[src/rtl/ccp_pkg.sv]
// Package: types, codes and entry layout of the cardinality constraint propagator.
package ccp_pkg;

   // Table depth default
   localparam int CCP_ENTRIES = 1024;

   // Function codes
   localparam logic [1:0] FUNC_LOAD      = 2'd0;
   localparam logic [1:0] FUNC_PROPAGATE = 2'd1;
   localparam logic [1:0] FUNC_REVERSE   = 2'd2;

   // Event kinds
   localparam logic [1:0] EVT_TRUE_COUNT = 2'd0;
   localparam logic [1:0] EVT_NON_COUNT  = 2'd1;

   // Output values
   localparam logic [1:0] OUT_TRUE  = 2'd1;
   localparam logic [1:0] OUT_FALSE = 2'd2;

   // Status codes
   localparam logic [1:0] ST_UNDECIDED  = 2'd0;
   localparam logic [1:0] ST_CONSISTENT = 2'd1;
   localparam logic [1:0] ST_CONFLICT   = 2'd2;

   // Action codes
   localparam logic [2:0] ACT_NONE        = 3'd0;
   localparam logic [2:0] ACT_OUT_TRUE    = 3'd1;
   localparam logic [2:0] ACT_OUT_FALSE   = 3'd2;
   localparam logic [2:0] ACT_FORCE_TRUE  = 3'd3;
   localparam logic [2:0] ACT_FORCE_FALSE = 3'd4;

   typedef enum logic {
      CCP_IDLE,
      CCP_RMW
   } ccp_state_type;

   typedef struct packed {
      logic [1:0]  func;
      logic [9:0]  entry_index;
      logic [1:0]  event_kind;
      logic [1:0]  out_value;
      logic [15:0] decision_level;
      logic [7:0]  load_cutoff;
      logic [7:0]  load_true_count;
      logic [7:0]  load_undef_count;
      logic        load_no_output;
   } ccp_req_type;

   typedef struct packed {
      logic [1:0]  status;
      logic [2:0]  action;
      logic [15:0] assign_level;
   } ccp_rsp_type;

   typedef struct packed {
      logic       no_output;
      logic [7:0] cutoff;
      logic [7:0] undef_count;
      logic [7:0] true_count;
   } ccp_entry_type;

endpackage

[src/rtl/ccp_eval.sv]
// Count update and classification of one entry against the output value.
module ccp_eval (
   input  ccp_pkg::ccp_req_type   req,
   input  ccp_pkg::ccp_entry_type cur,
   output ccp_pkg::ccp_entry_type nxt,
   output logic                   upd_en,
   output ccp_pkg::ccp_rsp_type   rsp
);
   import ccp_pkg::*;

   logic [7:0] t_inc, t_dec, u_inc, u_dec;
   logic [8:0] sum;
   logic       noout, otrue, ofalse, prop;
   logic [1:0] status;
   logic [2:0] action;

   // Saturating steps of the counts
   assign t_inc = (cur.true_count == 8'hFF) ? cur.true_count : cur.true_count + 8'd1;
   assign t_dec = (cur.true_count == 8'h00) ? cur.true_count : cur.true_count - 8'd1;
   assign u_inc = (cur.undef_count == 8'hFF) ? cur.undef_count : cur.undef_count + 8'd1;
   assign u_dec = (cur.undef_count == 8'h00) ? cur.undef_count : cur.undef_count - 8'd1;

   // Build the entry to write back
   always_comb begin
      nxt    = cur;
      upd_en = 1'b1;
      prop   = 1'b0;
      unique case (req.func)
         FUNC_LOAD: begin
            nxt.no_output   = req.load_no_output;
            nxt.cutoff      = req.load_cutoff;
            nxt.true_count  = req.load_true_count;
            nxt.undef_count = req.load_undef_count;
         end
         FUNC_PROPAGATE: begin
            prop = 1'b1;
            if (req.event_kind == EVT_TRUE_COUNT) begin
               nxt.true_count  = t_inc;
               nxt.undef_count = u_dec;
            end else if (req.event_kind == EVT_NON_COUNT) begin
               nxt.undef_count = u_dec;
            end
         end
         FUNC_REVERSE: begin
            if (req.event_kind == EVT_TRUE_COUNT) begin
               nxt.true_count  = t_dec;
               nxt.undef_count = u_inc;
            end else if (req.event_kind == EVT_NON_COUNT) begin
               nxt.undef_count = u_inc;
            end
         end
         default: begin
            upd_en = 1'b0;
         end
      endcase
   end

   // Classify the updated entry
   assign sum    = {1'b0, nxt.true_count} + {1'b0, nxt.undef_count};
   assign noout  = nxt.no_output;
   assign otrue  = (req.out_value == OUT_TRUE);
   assign ofalse = (req.out_value == OUT_FALSE);

   always_comb begin
      status = ST_UNDECIDED;
      action = ACT_NONE;
      if (sum < {1'b0, nxt.cutoff}) begin
         if (noout || otrue) begin
            status = ST_CONFLICT;
         end else begin
            status = ST_CONSISTENT;
            if (!ofalse) begin
               action = ACT_OUT_FALSE;
            end
         end
      end else if (nxt.true_count >= nxt.cutoff) begin
         if (noout || otrue) begin
            status = ST_CONSISTENT;
         end else if (ofalse) begin
            status = ST_CONFLICT;
         end else begin
            status = ST_CONSISTENT;
            action = ACT_OUT_TRUE;
         end
      end else if ((noout || otrue) && sum == {1'b0, nxt.cutoff}) begin
         status = ST_CONSISTENT;
         action = ACT_FORCE_TRUE;
      end else if (!noout && ofalse &&
                   {1'b0, nxt.cutoff} == {1'b0, nxt.true_count} + 9'd1) begin
         status = ST_CONSISTENT;
         action = ACT_FORCE_FALSE;
      end
   end

   // Only a propagate item reports
   always_comb begin
      rsp = '0;
      if (prop) begin
         rsp.status       = status;
         rsp.action       = action;
         rsp.assign_level = (action != ACT_NONE) ? req.decision_level : 16'd0;
      end
   end

endmodule

[config.mk]
export PLATFORM = sky130hd
export DESIGN_NAME = ccp_eval
export DESIGN_NICKNAME = d
export VERILOG_FILES = /design/src/rtl/ccp_pkg.sv /design/src/rtl/ccp_eval.sv
export SDC_FILE = /design/constraint.sdc
export NUM_CORES = 1
export LEC_CHECK = 0
export BUFFER_PORTS_ARGS = -buffer_cell sky130_fd_sc_hd__buf_2
export CORE_ASPECT_RATIO = 1.5
export CORE_UTILIZATION = 51
export DETAILED_ROUTE_END_ITERATION = 8
export MAX_ROUTING_LAYER = met4
export PLACE_DENSITY = 0.92
export RECOVER_POWER = 50
export SLEW_MARGIN = 20
export SYNTH_ARGS = -nofsm -noshare
export SYNTH_HDL_FRONTEND = slang
export SYNTH_SLANG_ARGS = --single-unit
[constraint.sdc]
create_clock -name vclk -period 6.4
set_input_delay 0.64 -clock vclk [all_inputs]
set_output_delay 0.64 -clock vclk [all_outputs]
set_load 0.005 [all_outputs]
=== After elaboration in Yosys (flattened, before gate mapping) ===
Index checks and enable logic that the tools add are counted.

* Word-level logic and storage cells: 59
* Bits of input ports: 82
* Register bits after elaboration: 0
* Output and inout port bits: 47

* Add/subtract/negate cells: 6
* Reductions and logical operators: 11
* Muxes and demuxes: 31
* Magnitude comparators: 2
* Equal/unequal tests: 9

{| class="wikitable"
|+ Operators with widths
! cell !! count
|-
| 8-bit two-way mux || 10
|-
| 16-bit case mux with 3 select lines || 1
|-
| 21-bit two-way mux || 1
|-
| 8-bit by 1-bit adder with 8-bit output (second input constant) || 2
|-
| 8-bit == test (second input constant) || 2
|-
| 8-bit zero test || 2
|-
| 16-bit two-way mux || 1
|-
| 8-bit by 1-bit subtractor with 8-bit output (second input constant) || 2
|-
| 2-bit two-way mux || 7
|-
| 3-bit two-way mux || 4
|-
| 8-bit by 1-bit adder with 9-bit output (second input constant) || 1
|-
| 8-bit by 8-bit adder with 9-bit output || 1
|-
| 8-bit by 9-bit == test with 1-bit output || 1
|-
| 9-bit by 8-bit == test with 1-bit output || 1
|-
| 9-bit by 8-bit less-than comparator with 1-bit output || 1
|-
| 9-bit two-way mux || 1
|-
| 8-bit >= comparator || 1
|-
| 2-bit by 1-bit == test with 1-bit output (second input constant) || 3
|-
| 1-bit two-way mux || 6
|-
| 2-bit == test (second input constant) || 2
|-
| 2-bit zero test || 2
|-
| 1-bit logical AND || 3
|-
| 3-bit nonzero test || 1
|-
| 3-bit OR reduction || 1
|-
| other kinds (2) || 2
|}

=== Longest topological paths before layout ===
* Depth after elaboration: 15
* Mapped depth: 28
* Gate-level depth less buffers: 26

=== Least setup slack after synthesis ===
Ideal clock, no wire load.

* Kind: in2out
* Start: input port cur[8] in the netlist's numbering
* End: output port rsp[6] in the netlist's numbering
* Required time: 5760 ps
* Data arrival time: 5177 ps
* Path slack: 583 ps
* Buffers on the path: 2
* Stages: 28
* Path through: ha_1 -> and4_1 -> a41o_1 -> nor2_1 -> nand2_1 -> a22o_1 -> a22oi_1 -> a21oi_1 -> nor2_1 -> a21oi_1 -> ha_1 -> a21oi_1 -> o21bai_1 -> a21oi_1 -> o21bai_1 -> a21oi_1 -> xnor2_1 -> ha_1 -> nand2_1 -> a21oi_1 -> a221oi_1 -> and2_1 -> clkbuf_1 -> a21o_1 -> nand2_1 -> a21o_1 -> clkbuf_1 -> a21boi_0

{| class="wikitable"
|+ RTL lines
! item !! line !! source
|-
| start: declaration || ccp_eval.sv:4 || <nowiki>input ccp_pkg::ccp_entry_type cur,</nowiki>
|-
| end: declaration || ccp_eval.sv:7 || <nowiki>output ccp_pkg::ccp_rsp_type rsp</nowiki>
|}

==> reports/metrics.cfg <==
[finish]
fin_nets=643
syn2layout_area_growth_pct=25.2
design.seq.count=0
nFillCells=489
drive_gt1_share_pct=30.9
regArea_um2=0
fin_util_pct=65.8
instances_no_fill=598
n_clock_buffer=0

[die]
fp.dieH_um=93.8
rows=33
initial_core_util_pct=52.6
io_pins=129
core_mm2=0.00545
chipWidth_um=63.2
die-area_mm2=0.00593

[power_and_ir_drop]
switching_power_w=0.000214
p_per_area_mw_per_mm2=106
internal-power_w=0.000166
p_total_w=0.000380
ir_drop_mv=0.0777
p_sw_share_pct=56.3
power.static_leakage_nw=1.71
p_comb_share_pct=100.0
power_frac_clock_pct=0
seq_power_share_pct=0

[global_routing]
antenna_found_initial=1
grtUsageTotal_pct=32.7
grt_remaining_overflow=0
grt_max_degree=24
grt_pass1_vias=3547
grt_pass1_wl_um=15600

[sta]
worst_slew_margin_rel_pct=57.9
layout_min_cycle_time_ns=6.21
tightest_slew_ns=0.623
hold_violations=0
fin_crit_sh_pct=97.1
fmax_ghz=0.161
finalSetupViolCount=0
setup_ws_ns=0.188
whs_ns=1.59
slew_viol_final=0

[setup_path]
end_kind=output pin
start_kind=primary input
required_ns=5.76
crit_type=primary input to output pin
crit_fanout=17
crit_arrival_ns=5.57

[logic_synthesis]
ys_types=81
syn_avg_cell_area_um2=6.89
seq_area_frac_synth_pct=0
synth_top_area_cell=ha_1
synth_area_leaders=ha_1, a21oi_1, xnor2_1
syn_inst=416
syn-cell-area_mm2=0.00287
syn_nets=530
ys.warnings.count=0
synth_top_area_share_pct=13.5

[routing]
wirelength_um=10000
wl_per_cell_um=16.8
vias=3874
drc=0
firstDrtPassIters=8
drtIter0Drc=358
vias_per_cell=6.48
ant_nets=0

[place]
numPortBuffers=119
gp_congestion=1.01
pre_cts_slack_ns=0.0644
dpl.hpwl_um=7950
dpl.cell_count=595

[hold_path]
hold_path_class=primary input to output pin

[status]
status=complete, no violations

[clocking]
cts_hold_buf=0

[job]
drv_cap=0

## routing by layer
layer  global-route usage [%]  wire, um
met3                    0.850       693
met1                     34.9      3690
met4                     15.5       492
met2                     61.6      5170
met5                        -         0
## synthesized netlist by cell type, drive strengths merged (3+ instances only)
cell type   n
and3        8
o311ai      3
inv        35
nor2       31
a31oi       6
o221ai      4
a22oi       5
nor3b       4
clkbuf     15
nand3      10
nor2b      11
a21boi     17
o21a        4
and2        7
and4        3
xnor2      15
mux2i      13
nand2      22
nand2b      6
o22ai       4
o21bai      3
ha         31
a31o        3
a211oi      9
mux2        3
a21o        8
o21ai      19
o211ai      5
buf        13
nor3       16
a21oi      27
nor4        5
nand4       9
## final timing paths
path / start / end / slack [ns] / cells past startpoint
max: cur[0] / rsp[6] / 0.19 / 26
min: req[33] / rsp[8] / 1.59 / 3
## per-stage QoR
stage               cell area (um^2)  TNS (ns)
floorplan                       2870         0
global placement                3550         0
detailed placement              3550         0
CTS                             3550         0
global route                    3590    -0.504
finish                          3590         0
## placed cells by master, fill, tap and decap left out, types with 3 or more instances in the layout
cell type / instances
nand4_1: 8
o221ai_1: 4
ha_1: 31
nor2b_1: 11
nor4_1: 4
o22ai_1: 4
and3_1: 8
inv_1: 34
buf_2: 111
o21ai_0: 18
nand2_1: 21
nor2_1: 28
o211ai_1: 4
nand2b_1: 6
a31oi_1: 5
and2_1: 6
clkbuf_1: 11
a211oi_1: 7
xnor2_1: 15
a21oi_1: 24
a22oi_1: 4
a21boi_0: 6
a21boi_1: 9
nor2_2: 3
mux2i_1: 13
a21o_1: 7
a31o_2: 3
nand3_1: 10
o21bai_1: 3
a21oi_2: 3
and4_1: 3
nor3b_1: 4
buf_4: 16
o21a_1: 3
mux2_2: 3
nor3_1: 15
## critical path, cell delays in order
cell and delay, ns:
buf_2 0.16, inv_1 0.14, ha_1 0.23, or3b_2 0.50, o211ai_2 0.17, mux2i_1 0.15, nor2_2 0.18, ha_1 0.20
inv_1 0.06, fa_1 0.40, nor2b_1 0.16, o21ai_0 0.13, a21oi_1 0.22, nor2_1 0.08, xnor2_1 0.13, ha_1 0.29
nand2_1 0.08, a21oi_1 0.16, a221oi_2 0.10, a211o_1 0.28, a31o_2 0.24, a211oi_4 0.21, nand4_2 0.16, buf_12 0.19
a21boi_0 0.16, buf_2 0.14
## what timing repair did
item / 4_1_cts / 5_1_grt
setup buffers: 0 / 2
endpoints found under the setup margin: 0 / 18
resized for setup: 0 / 14
## kinds of logic after synthesis
group	synth area share (%)
compound gates	36.8
simple gates	28.3
buf+inv	9.69
fa+ha+maj	14.2
xor+xnor	5.19
mux	5.72
## power groups by stage
stage | Combinational [W] | Clock [W] | Sequential (W)
after detailed placement | 0.000355 | 0 | 0
final | 0.000380 | 0.0000000000209 | 0
after global routing | 0.000414 | 0.0000000000209 | 0
after global placement | 0.000342 | 0 | 0
after floorplan | 0.000244 | 0 | 0
after CTS | 0.000357 | 0 | 0
## area by class of cell
type | instances | area (um^2) | share of cell area, %
timing repair buffer | 139 | 737 | 20.5
inverter | 35 | 131 | 3.66
antenna | 1 | 2.50 | 0.0697
multi-input combinational | 353 | 2630 | 73.3
tap | 70 | 87.6 | 2.44
(Power assumes the default switching activity.)
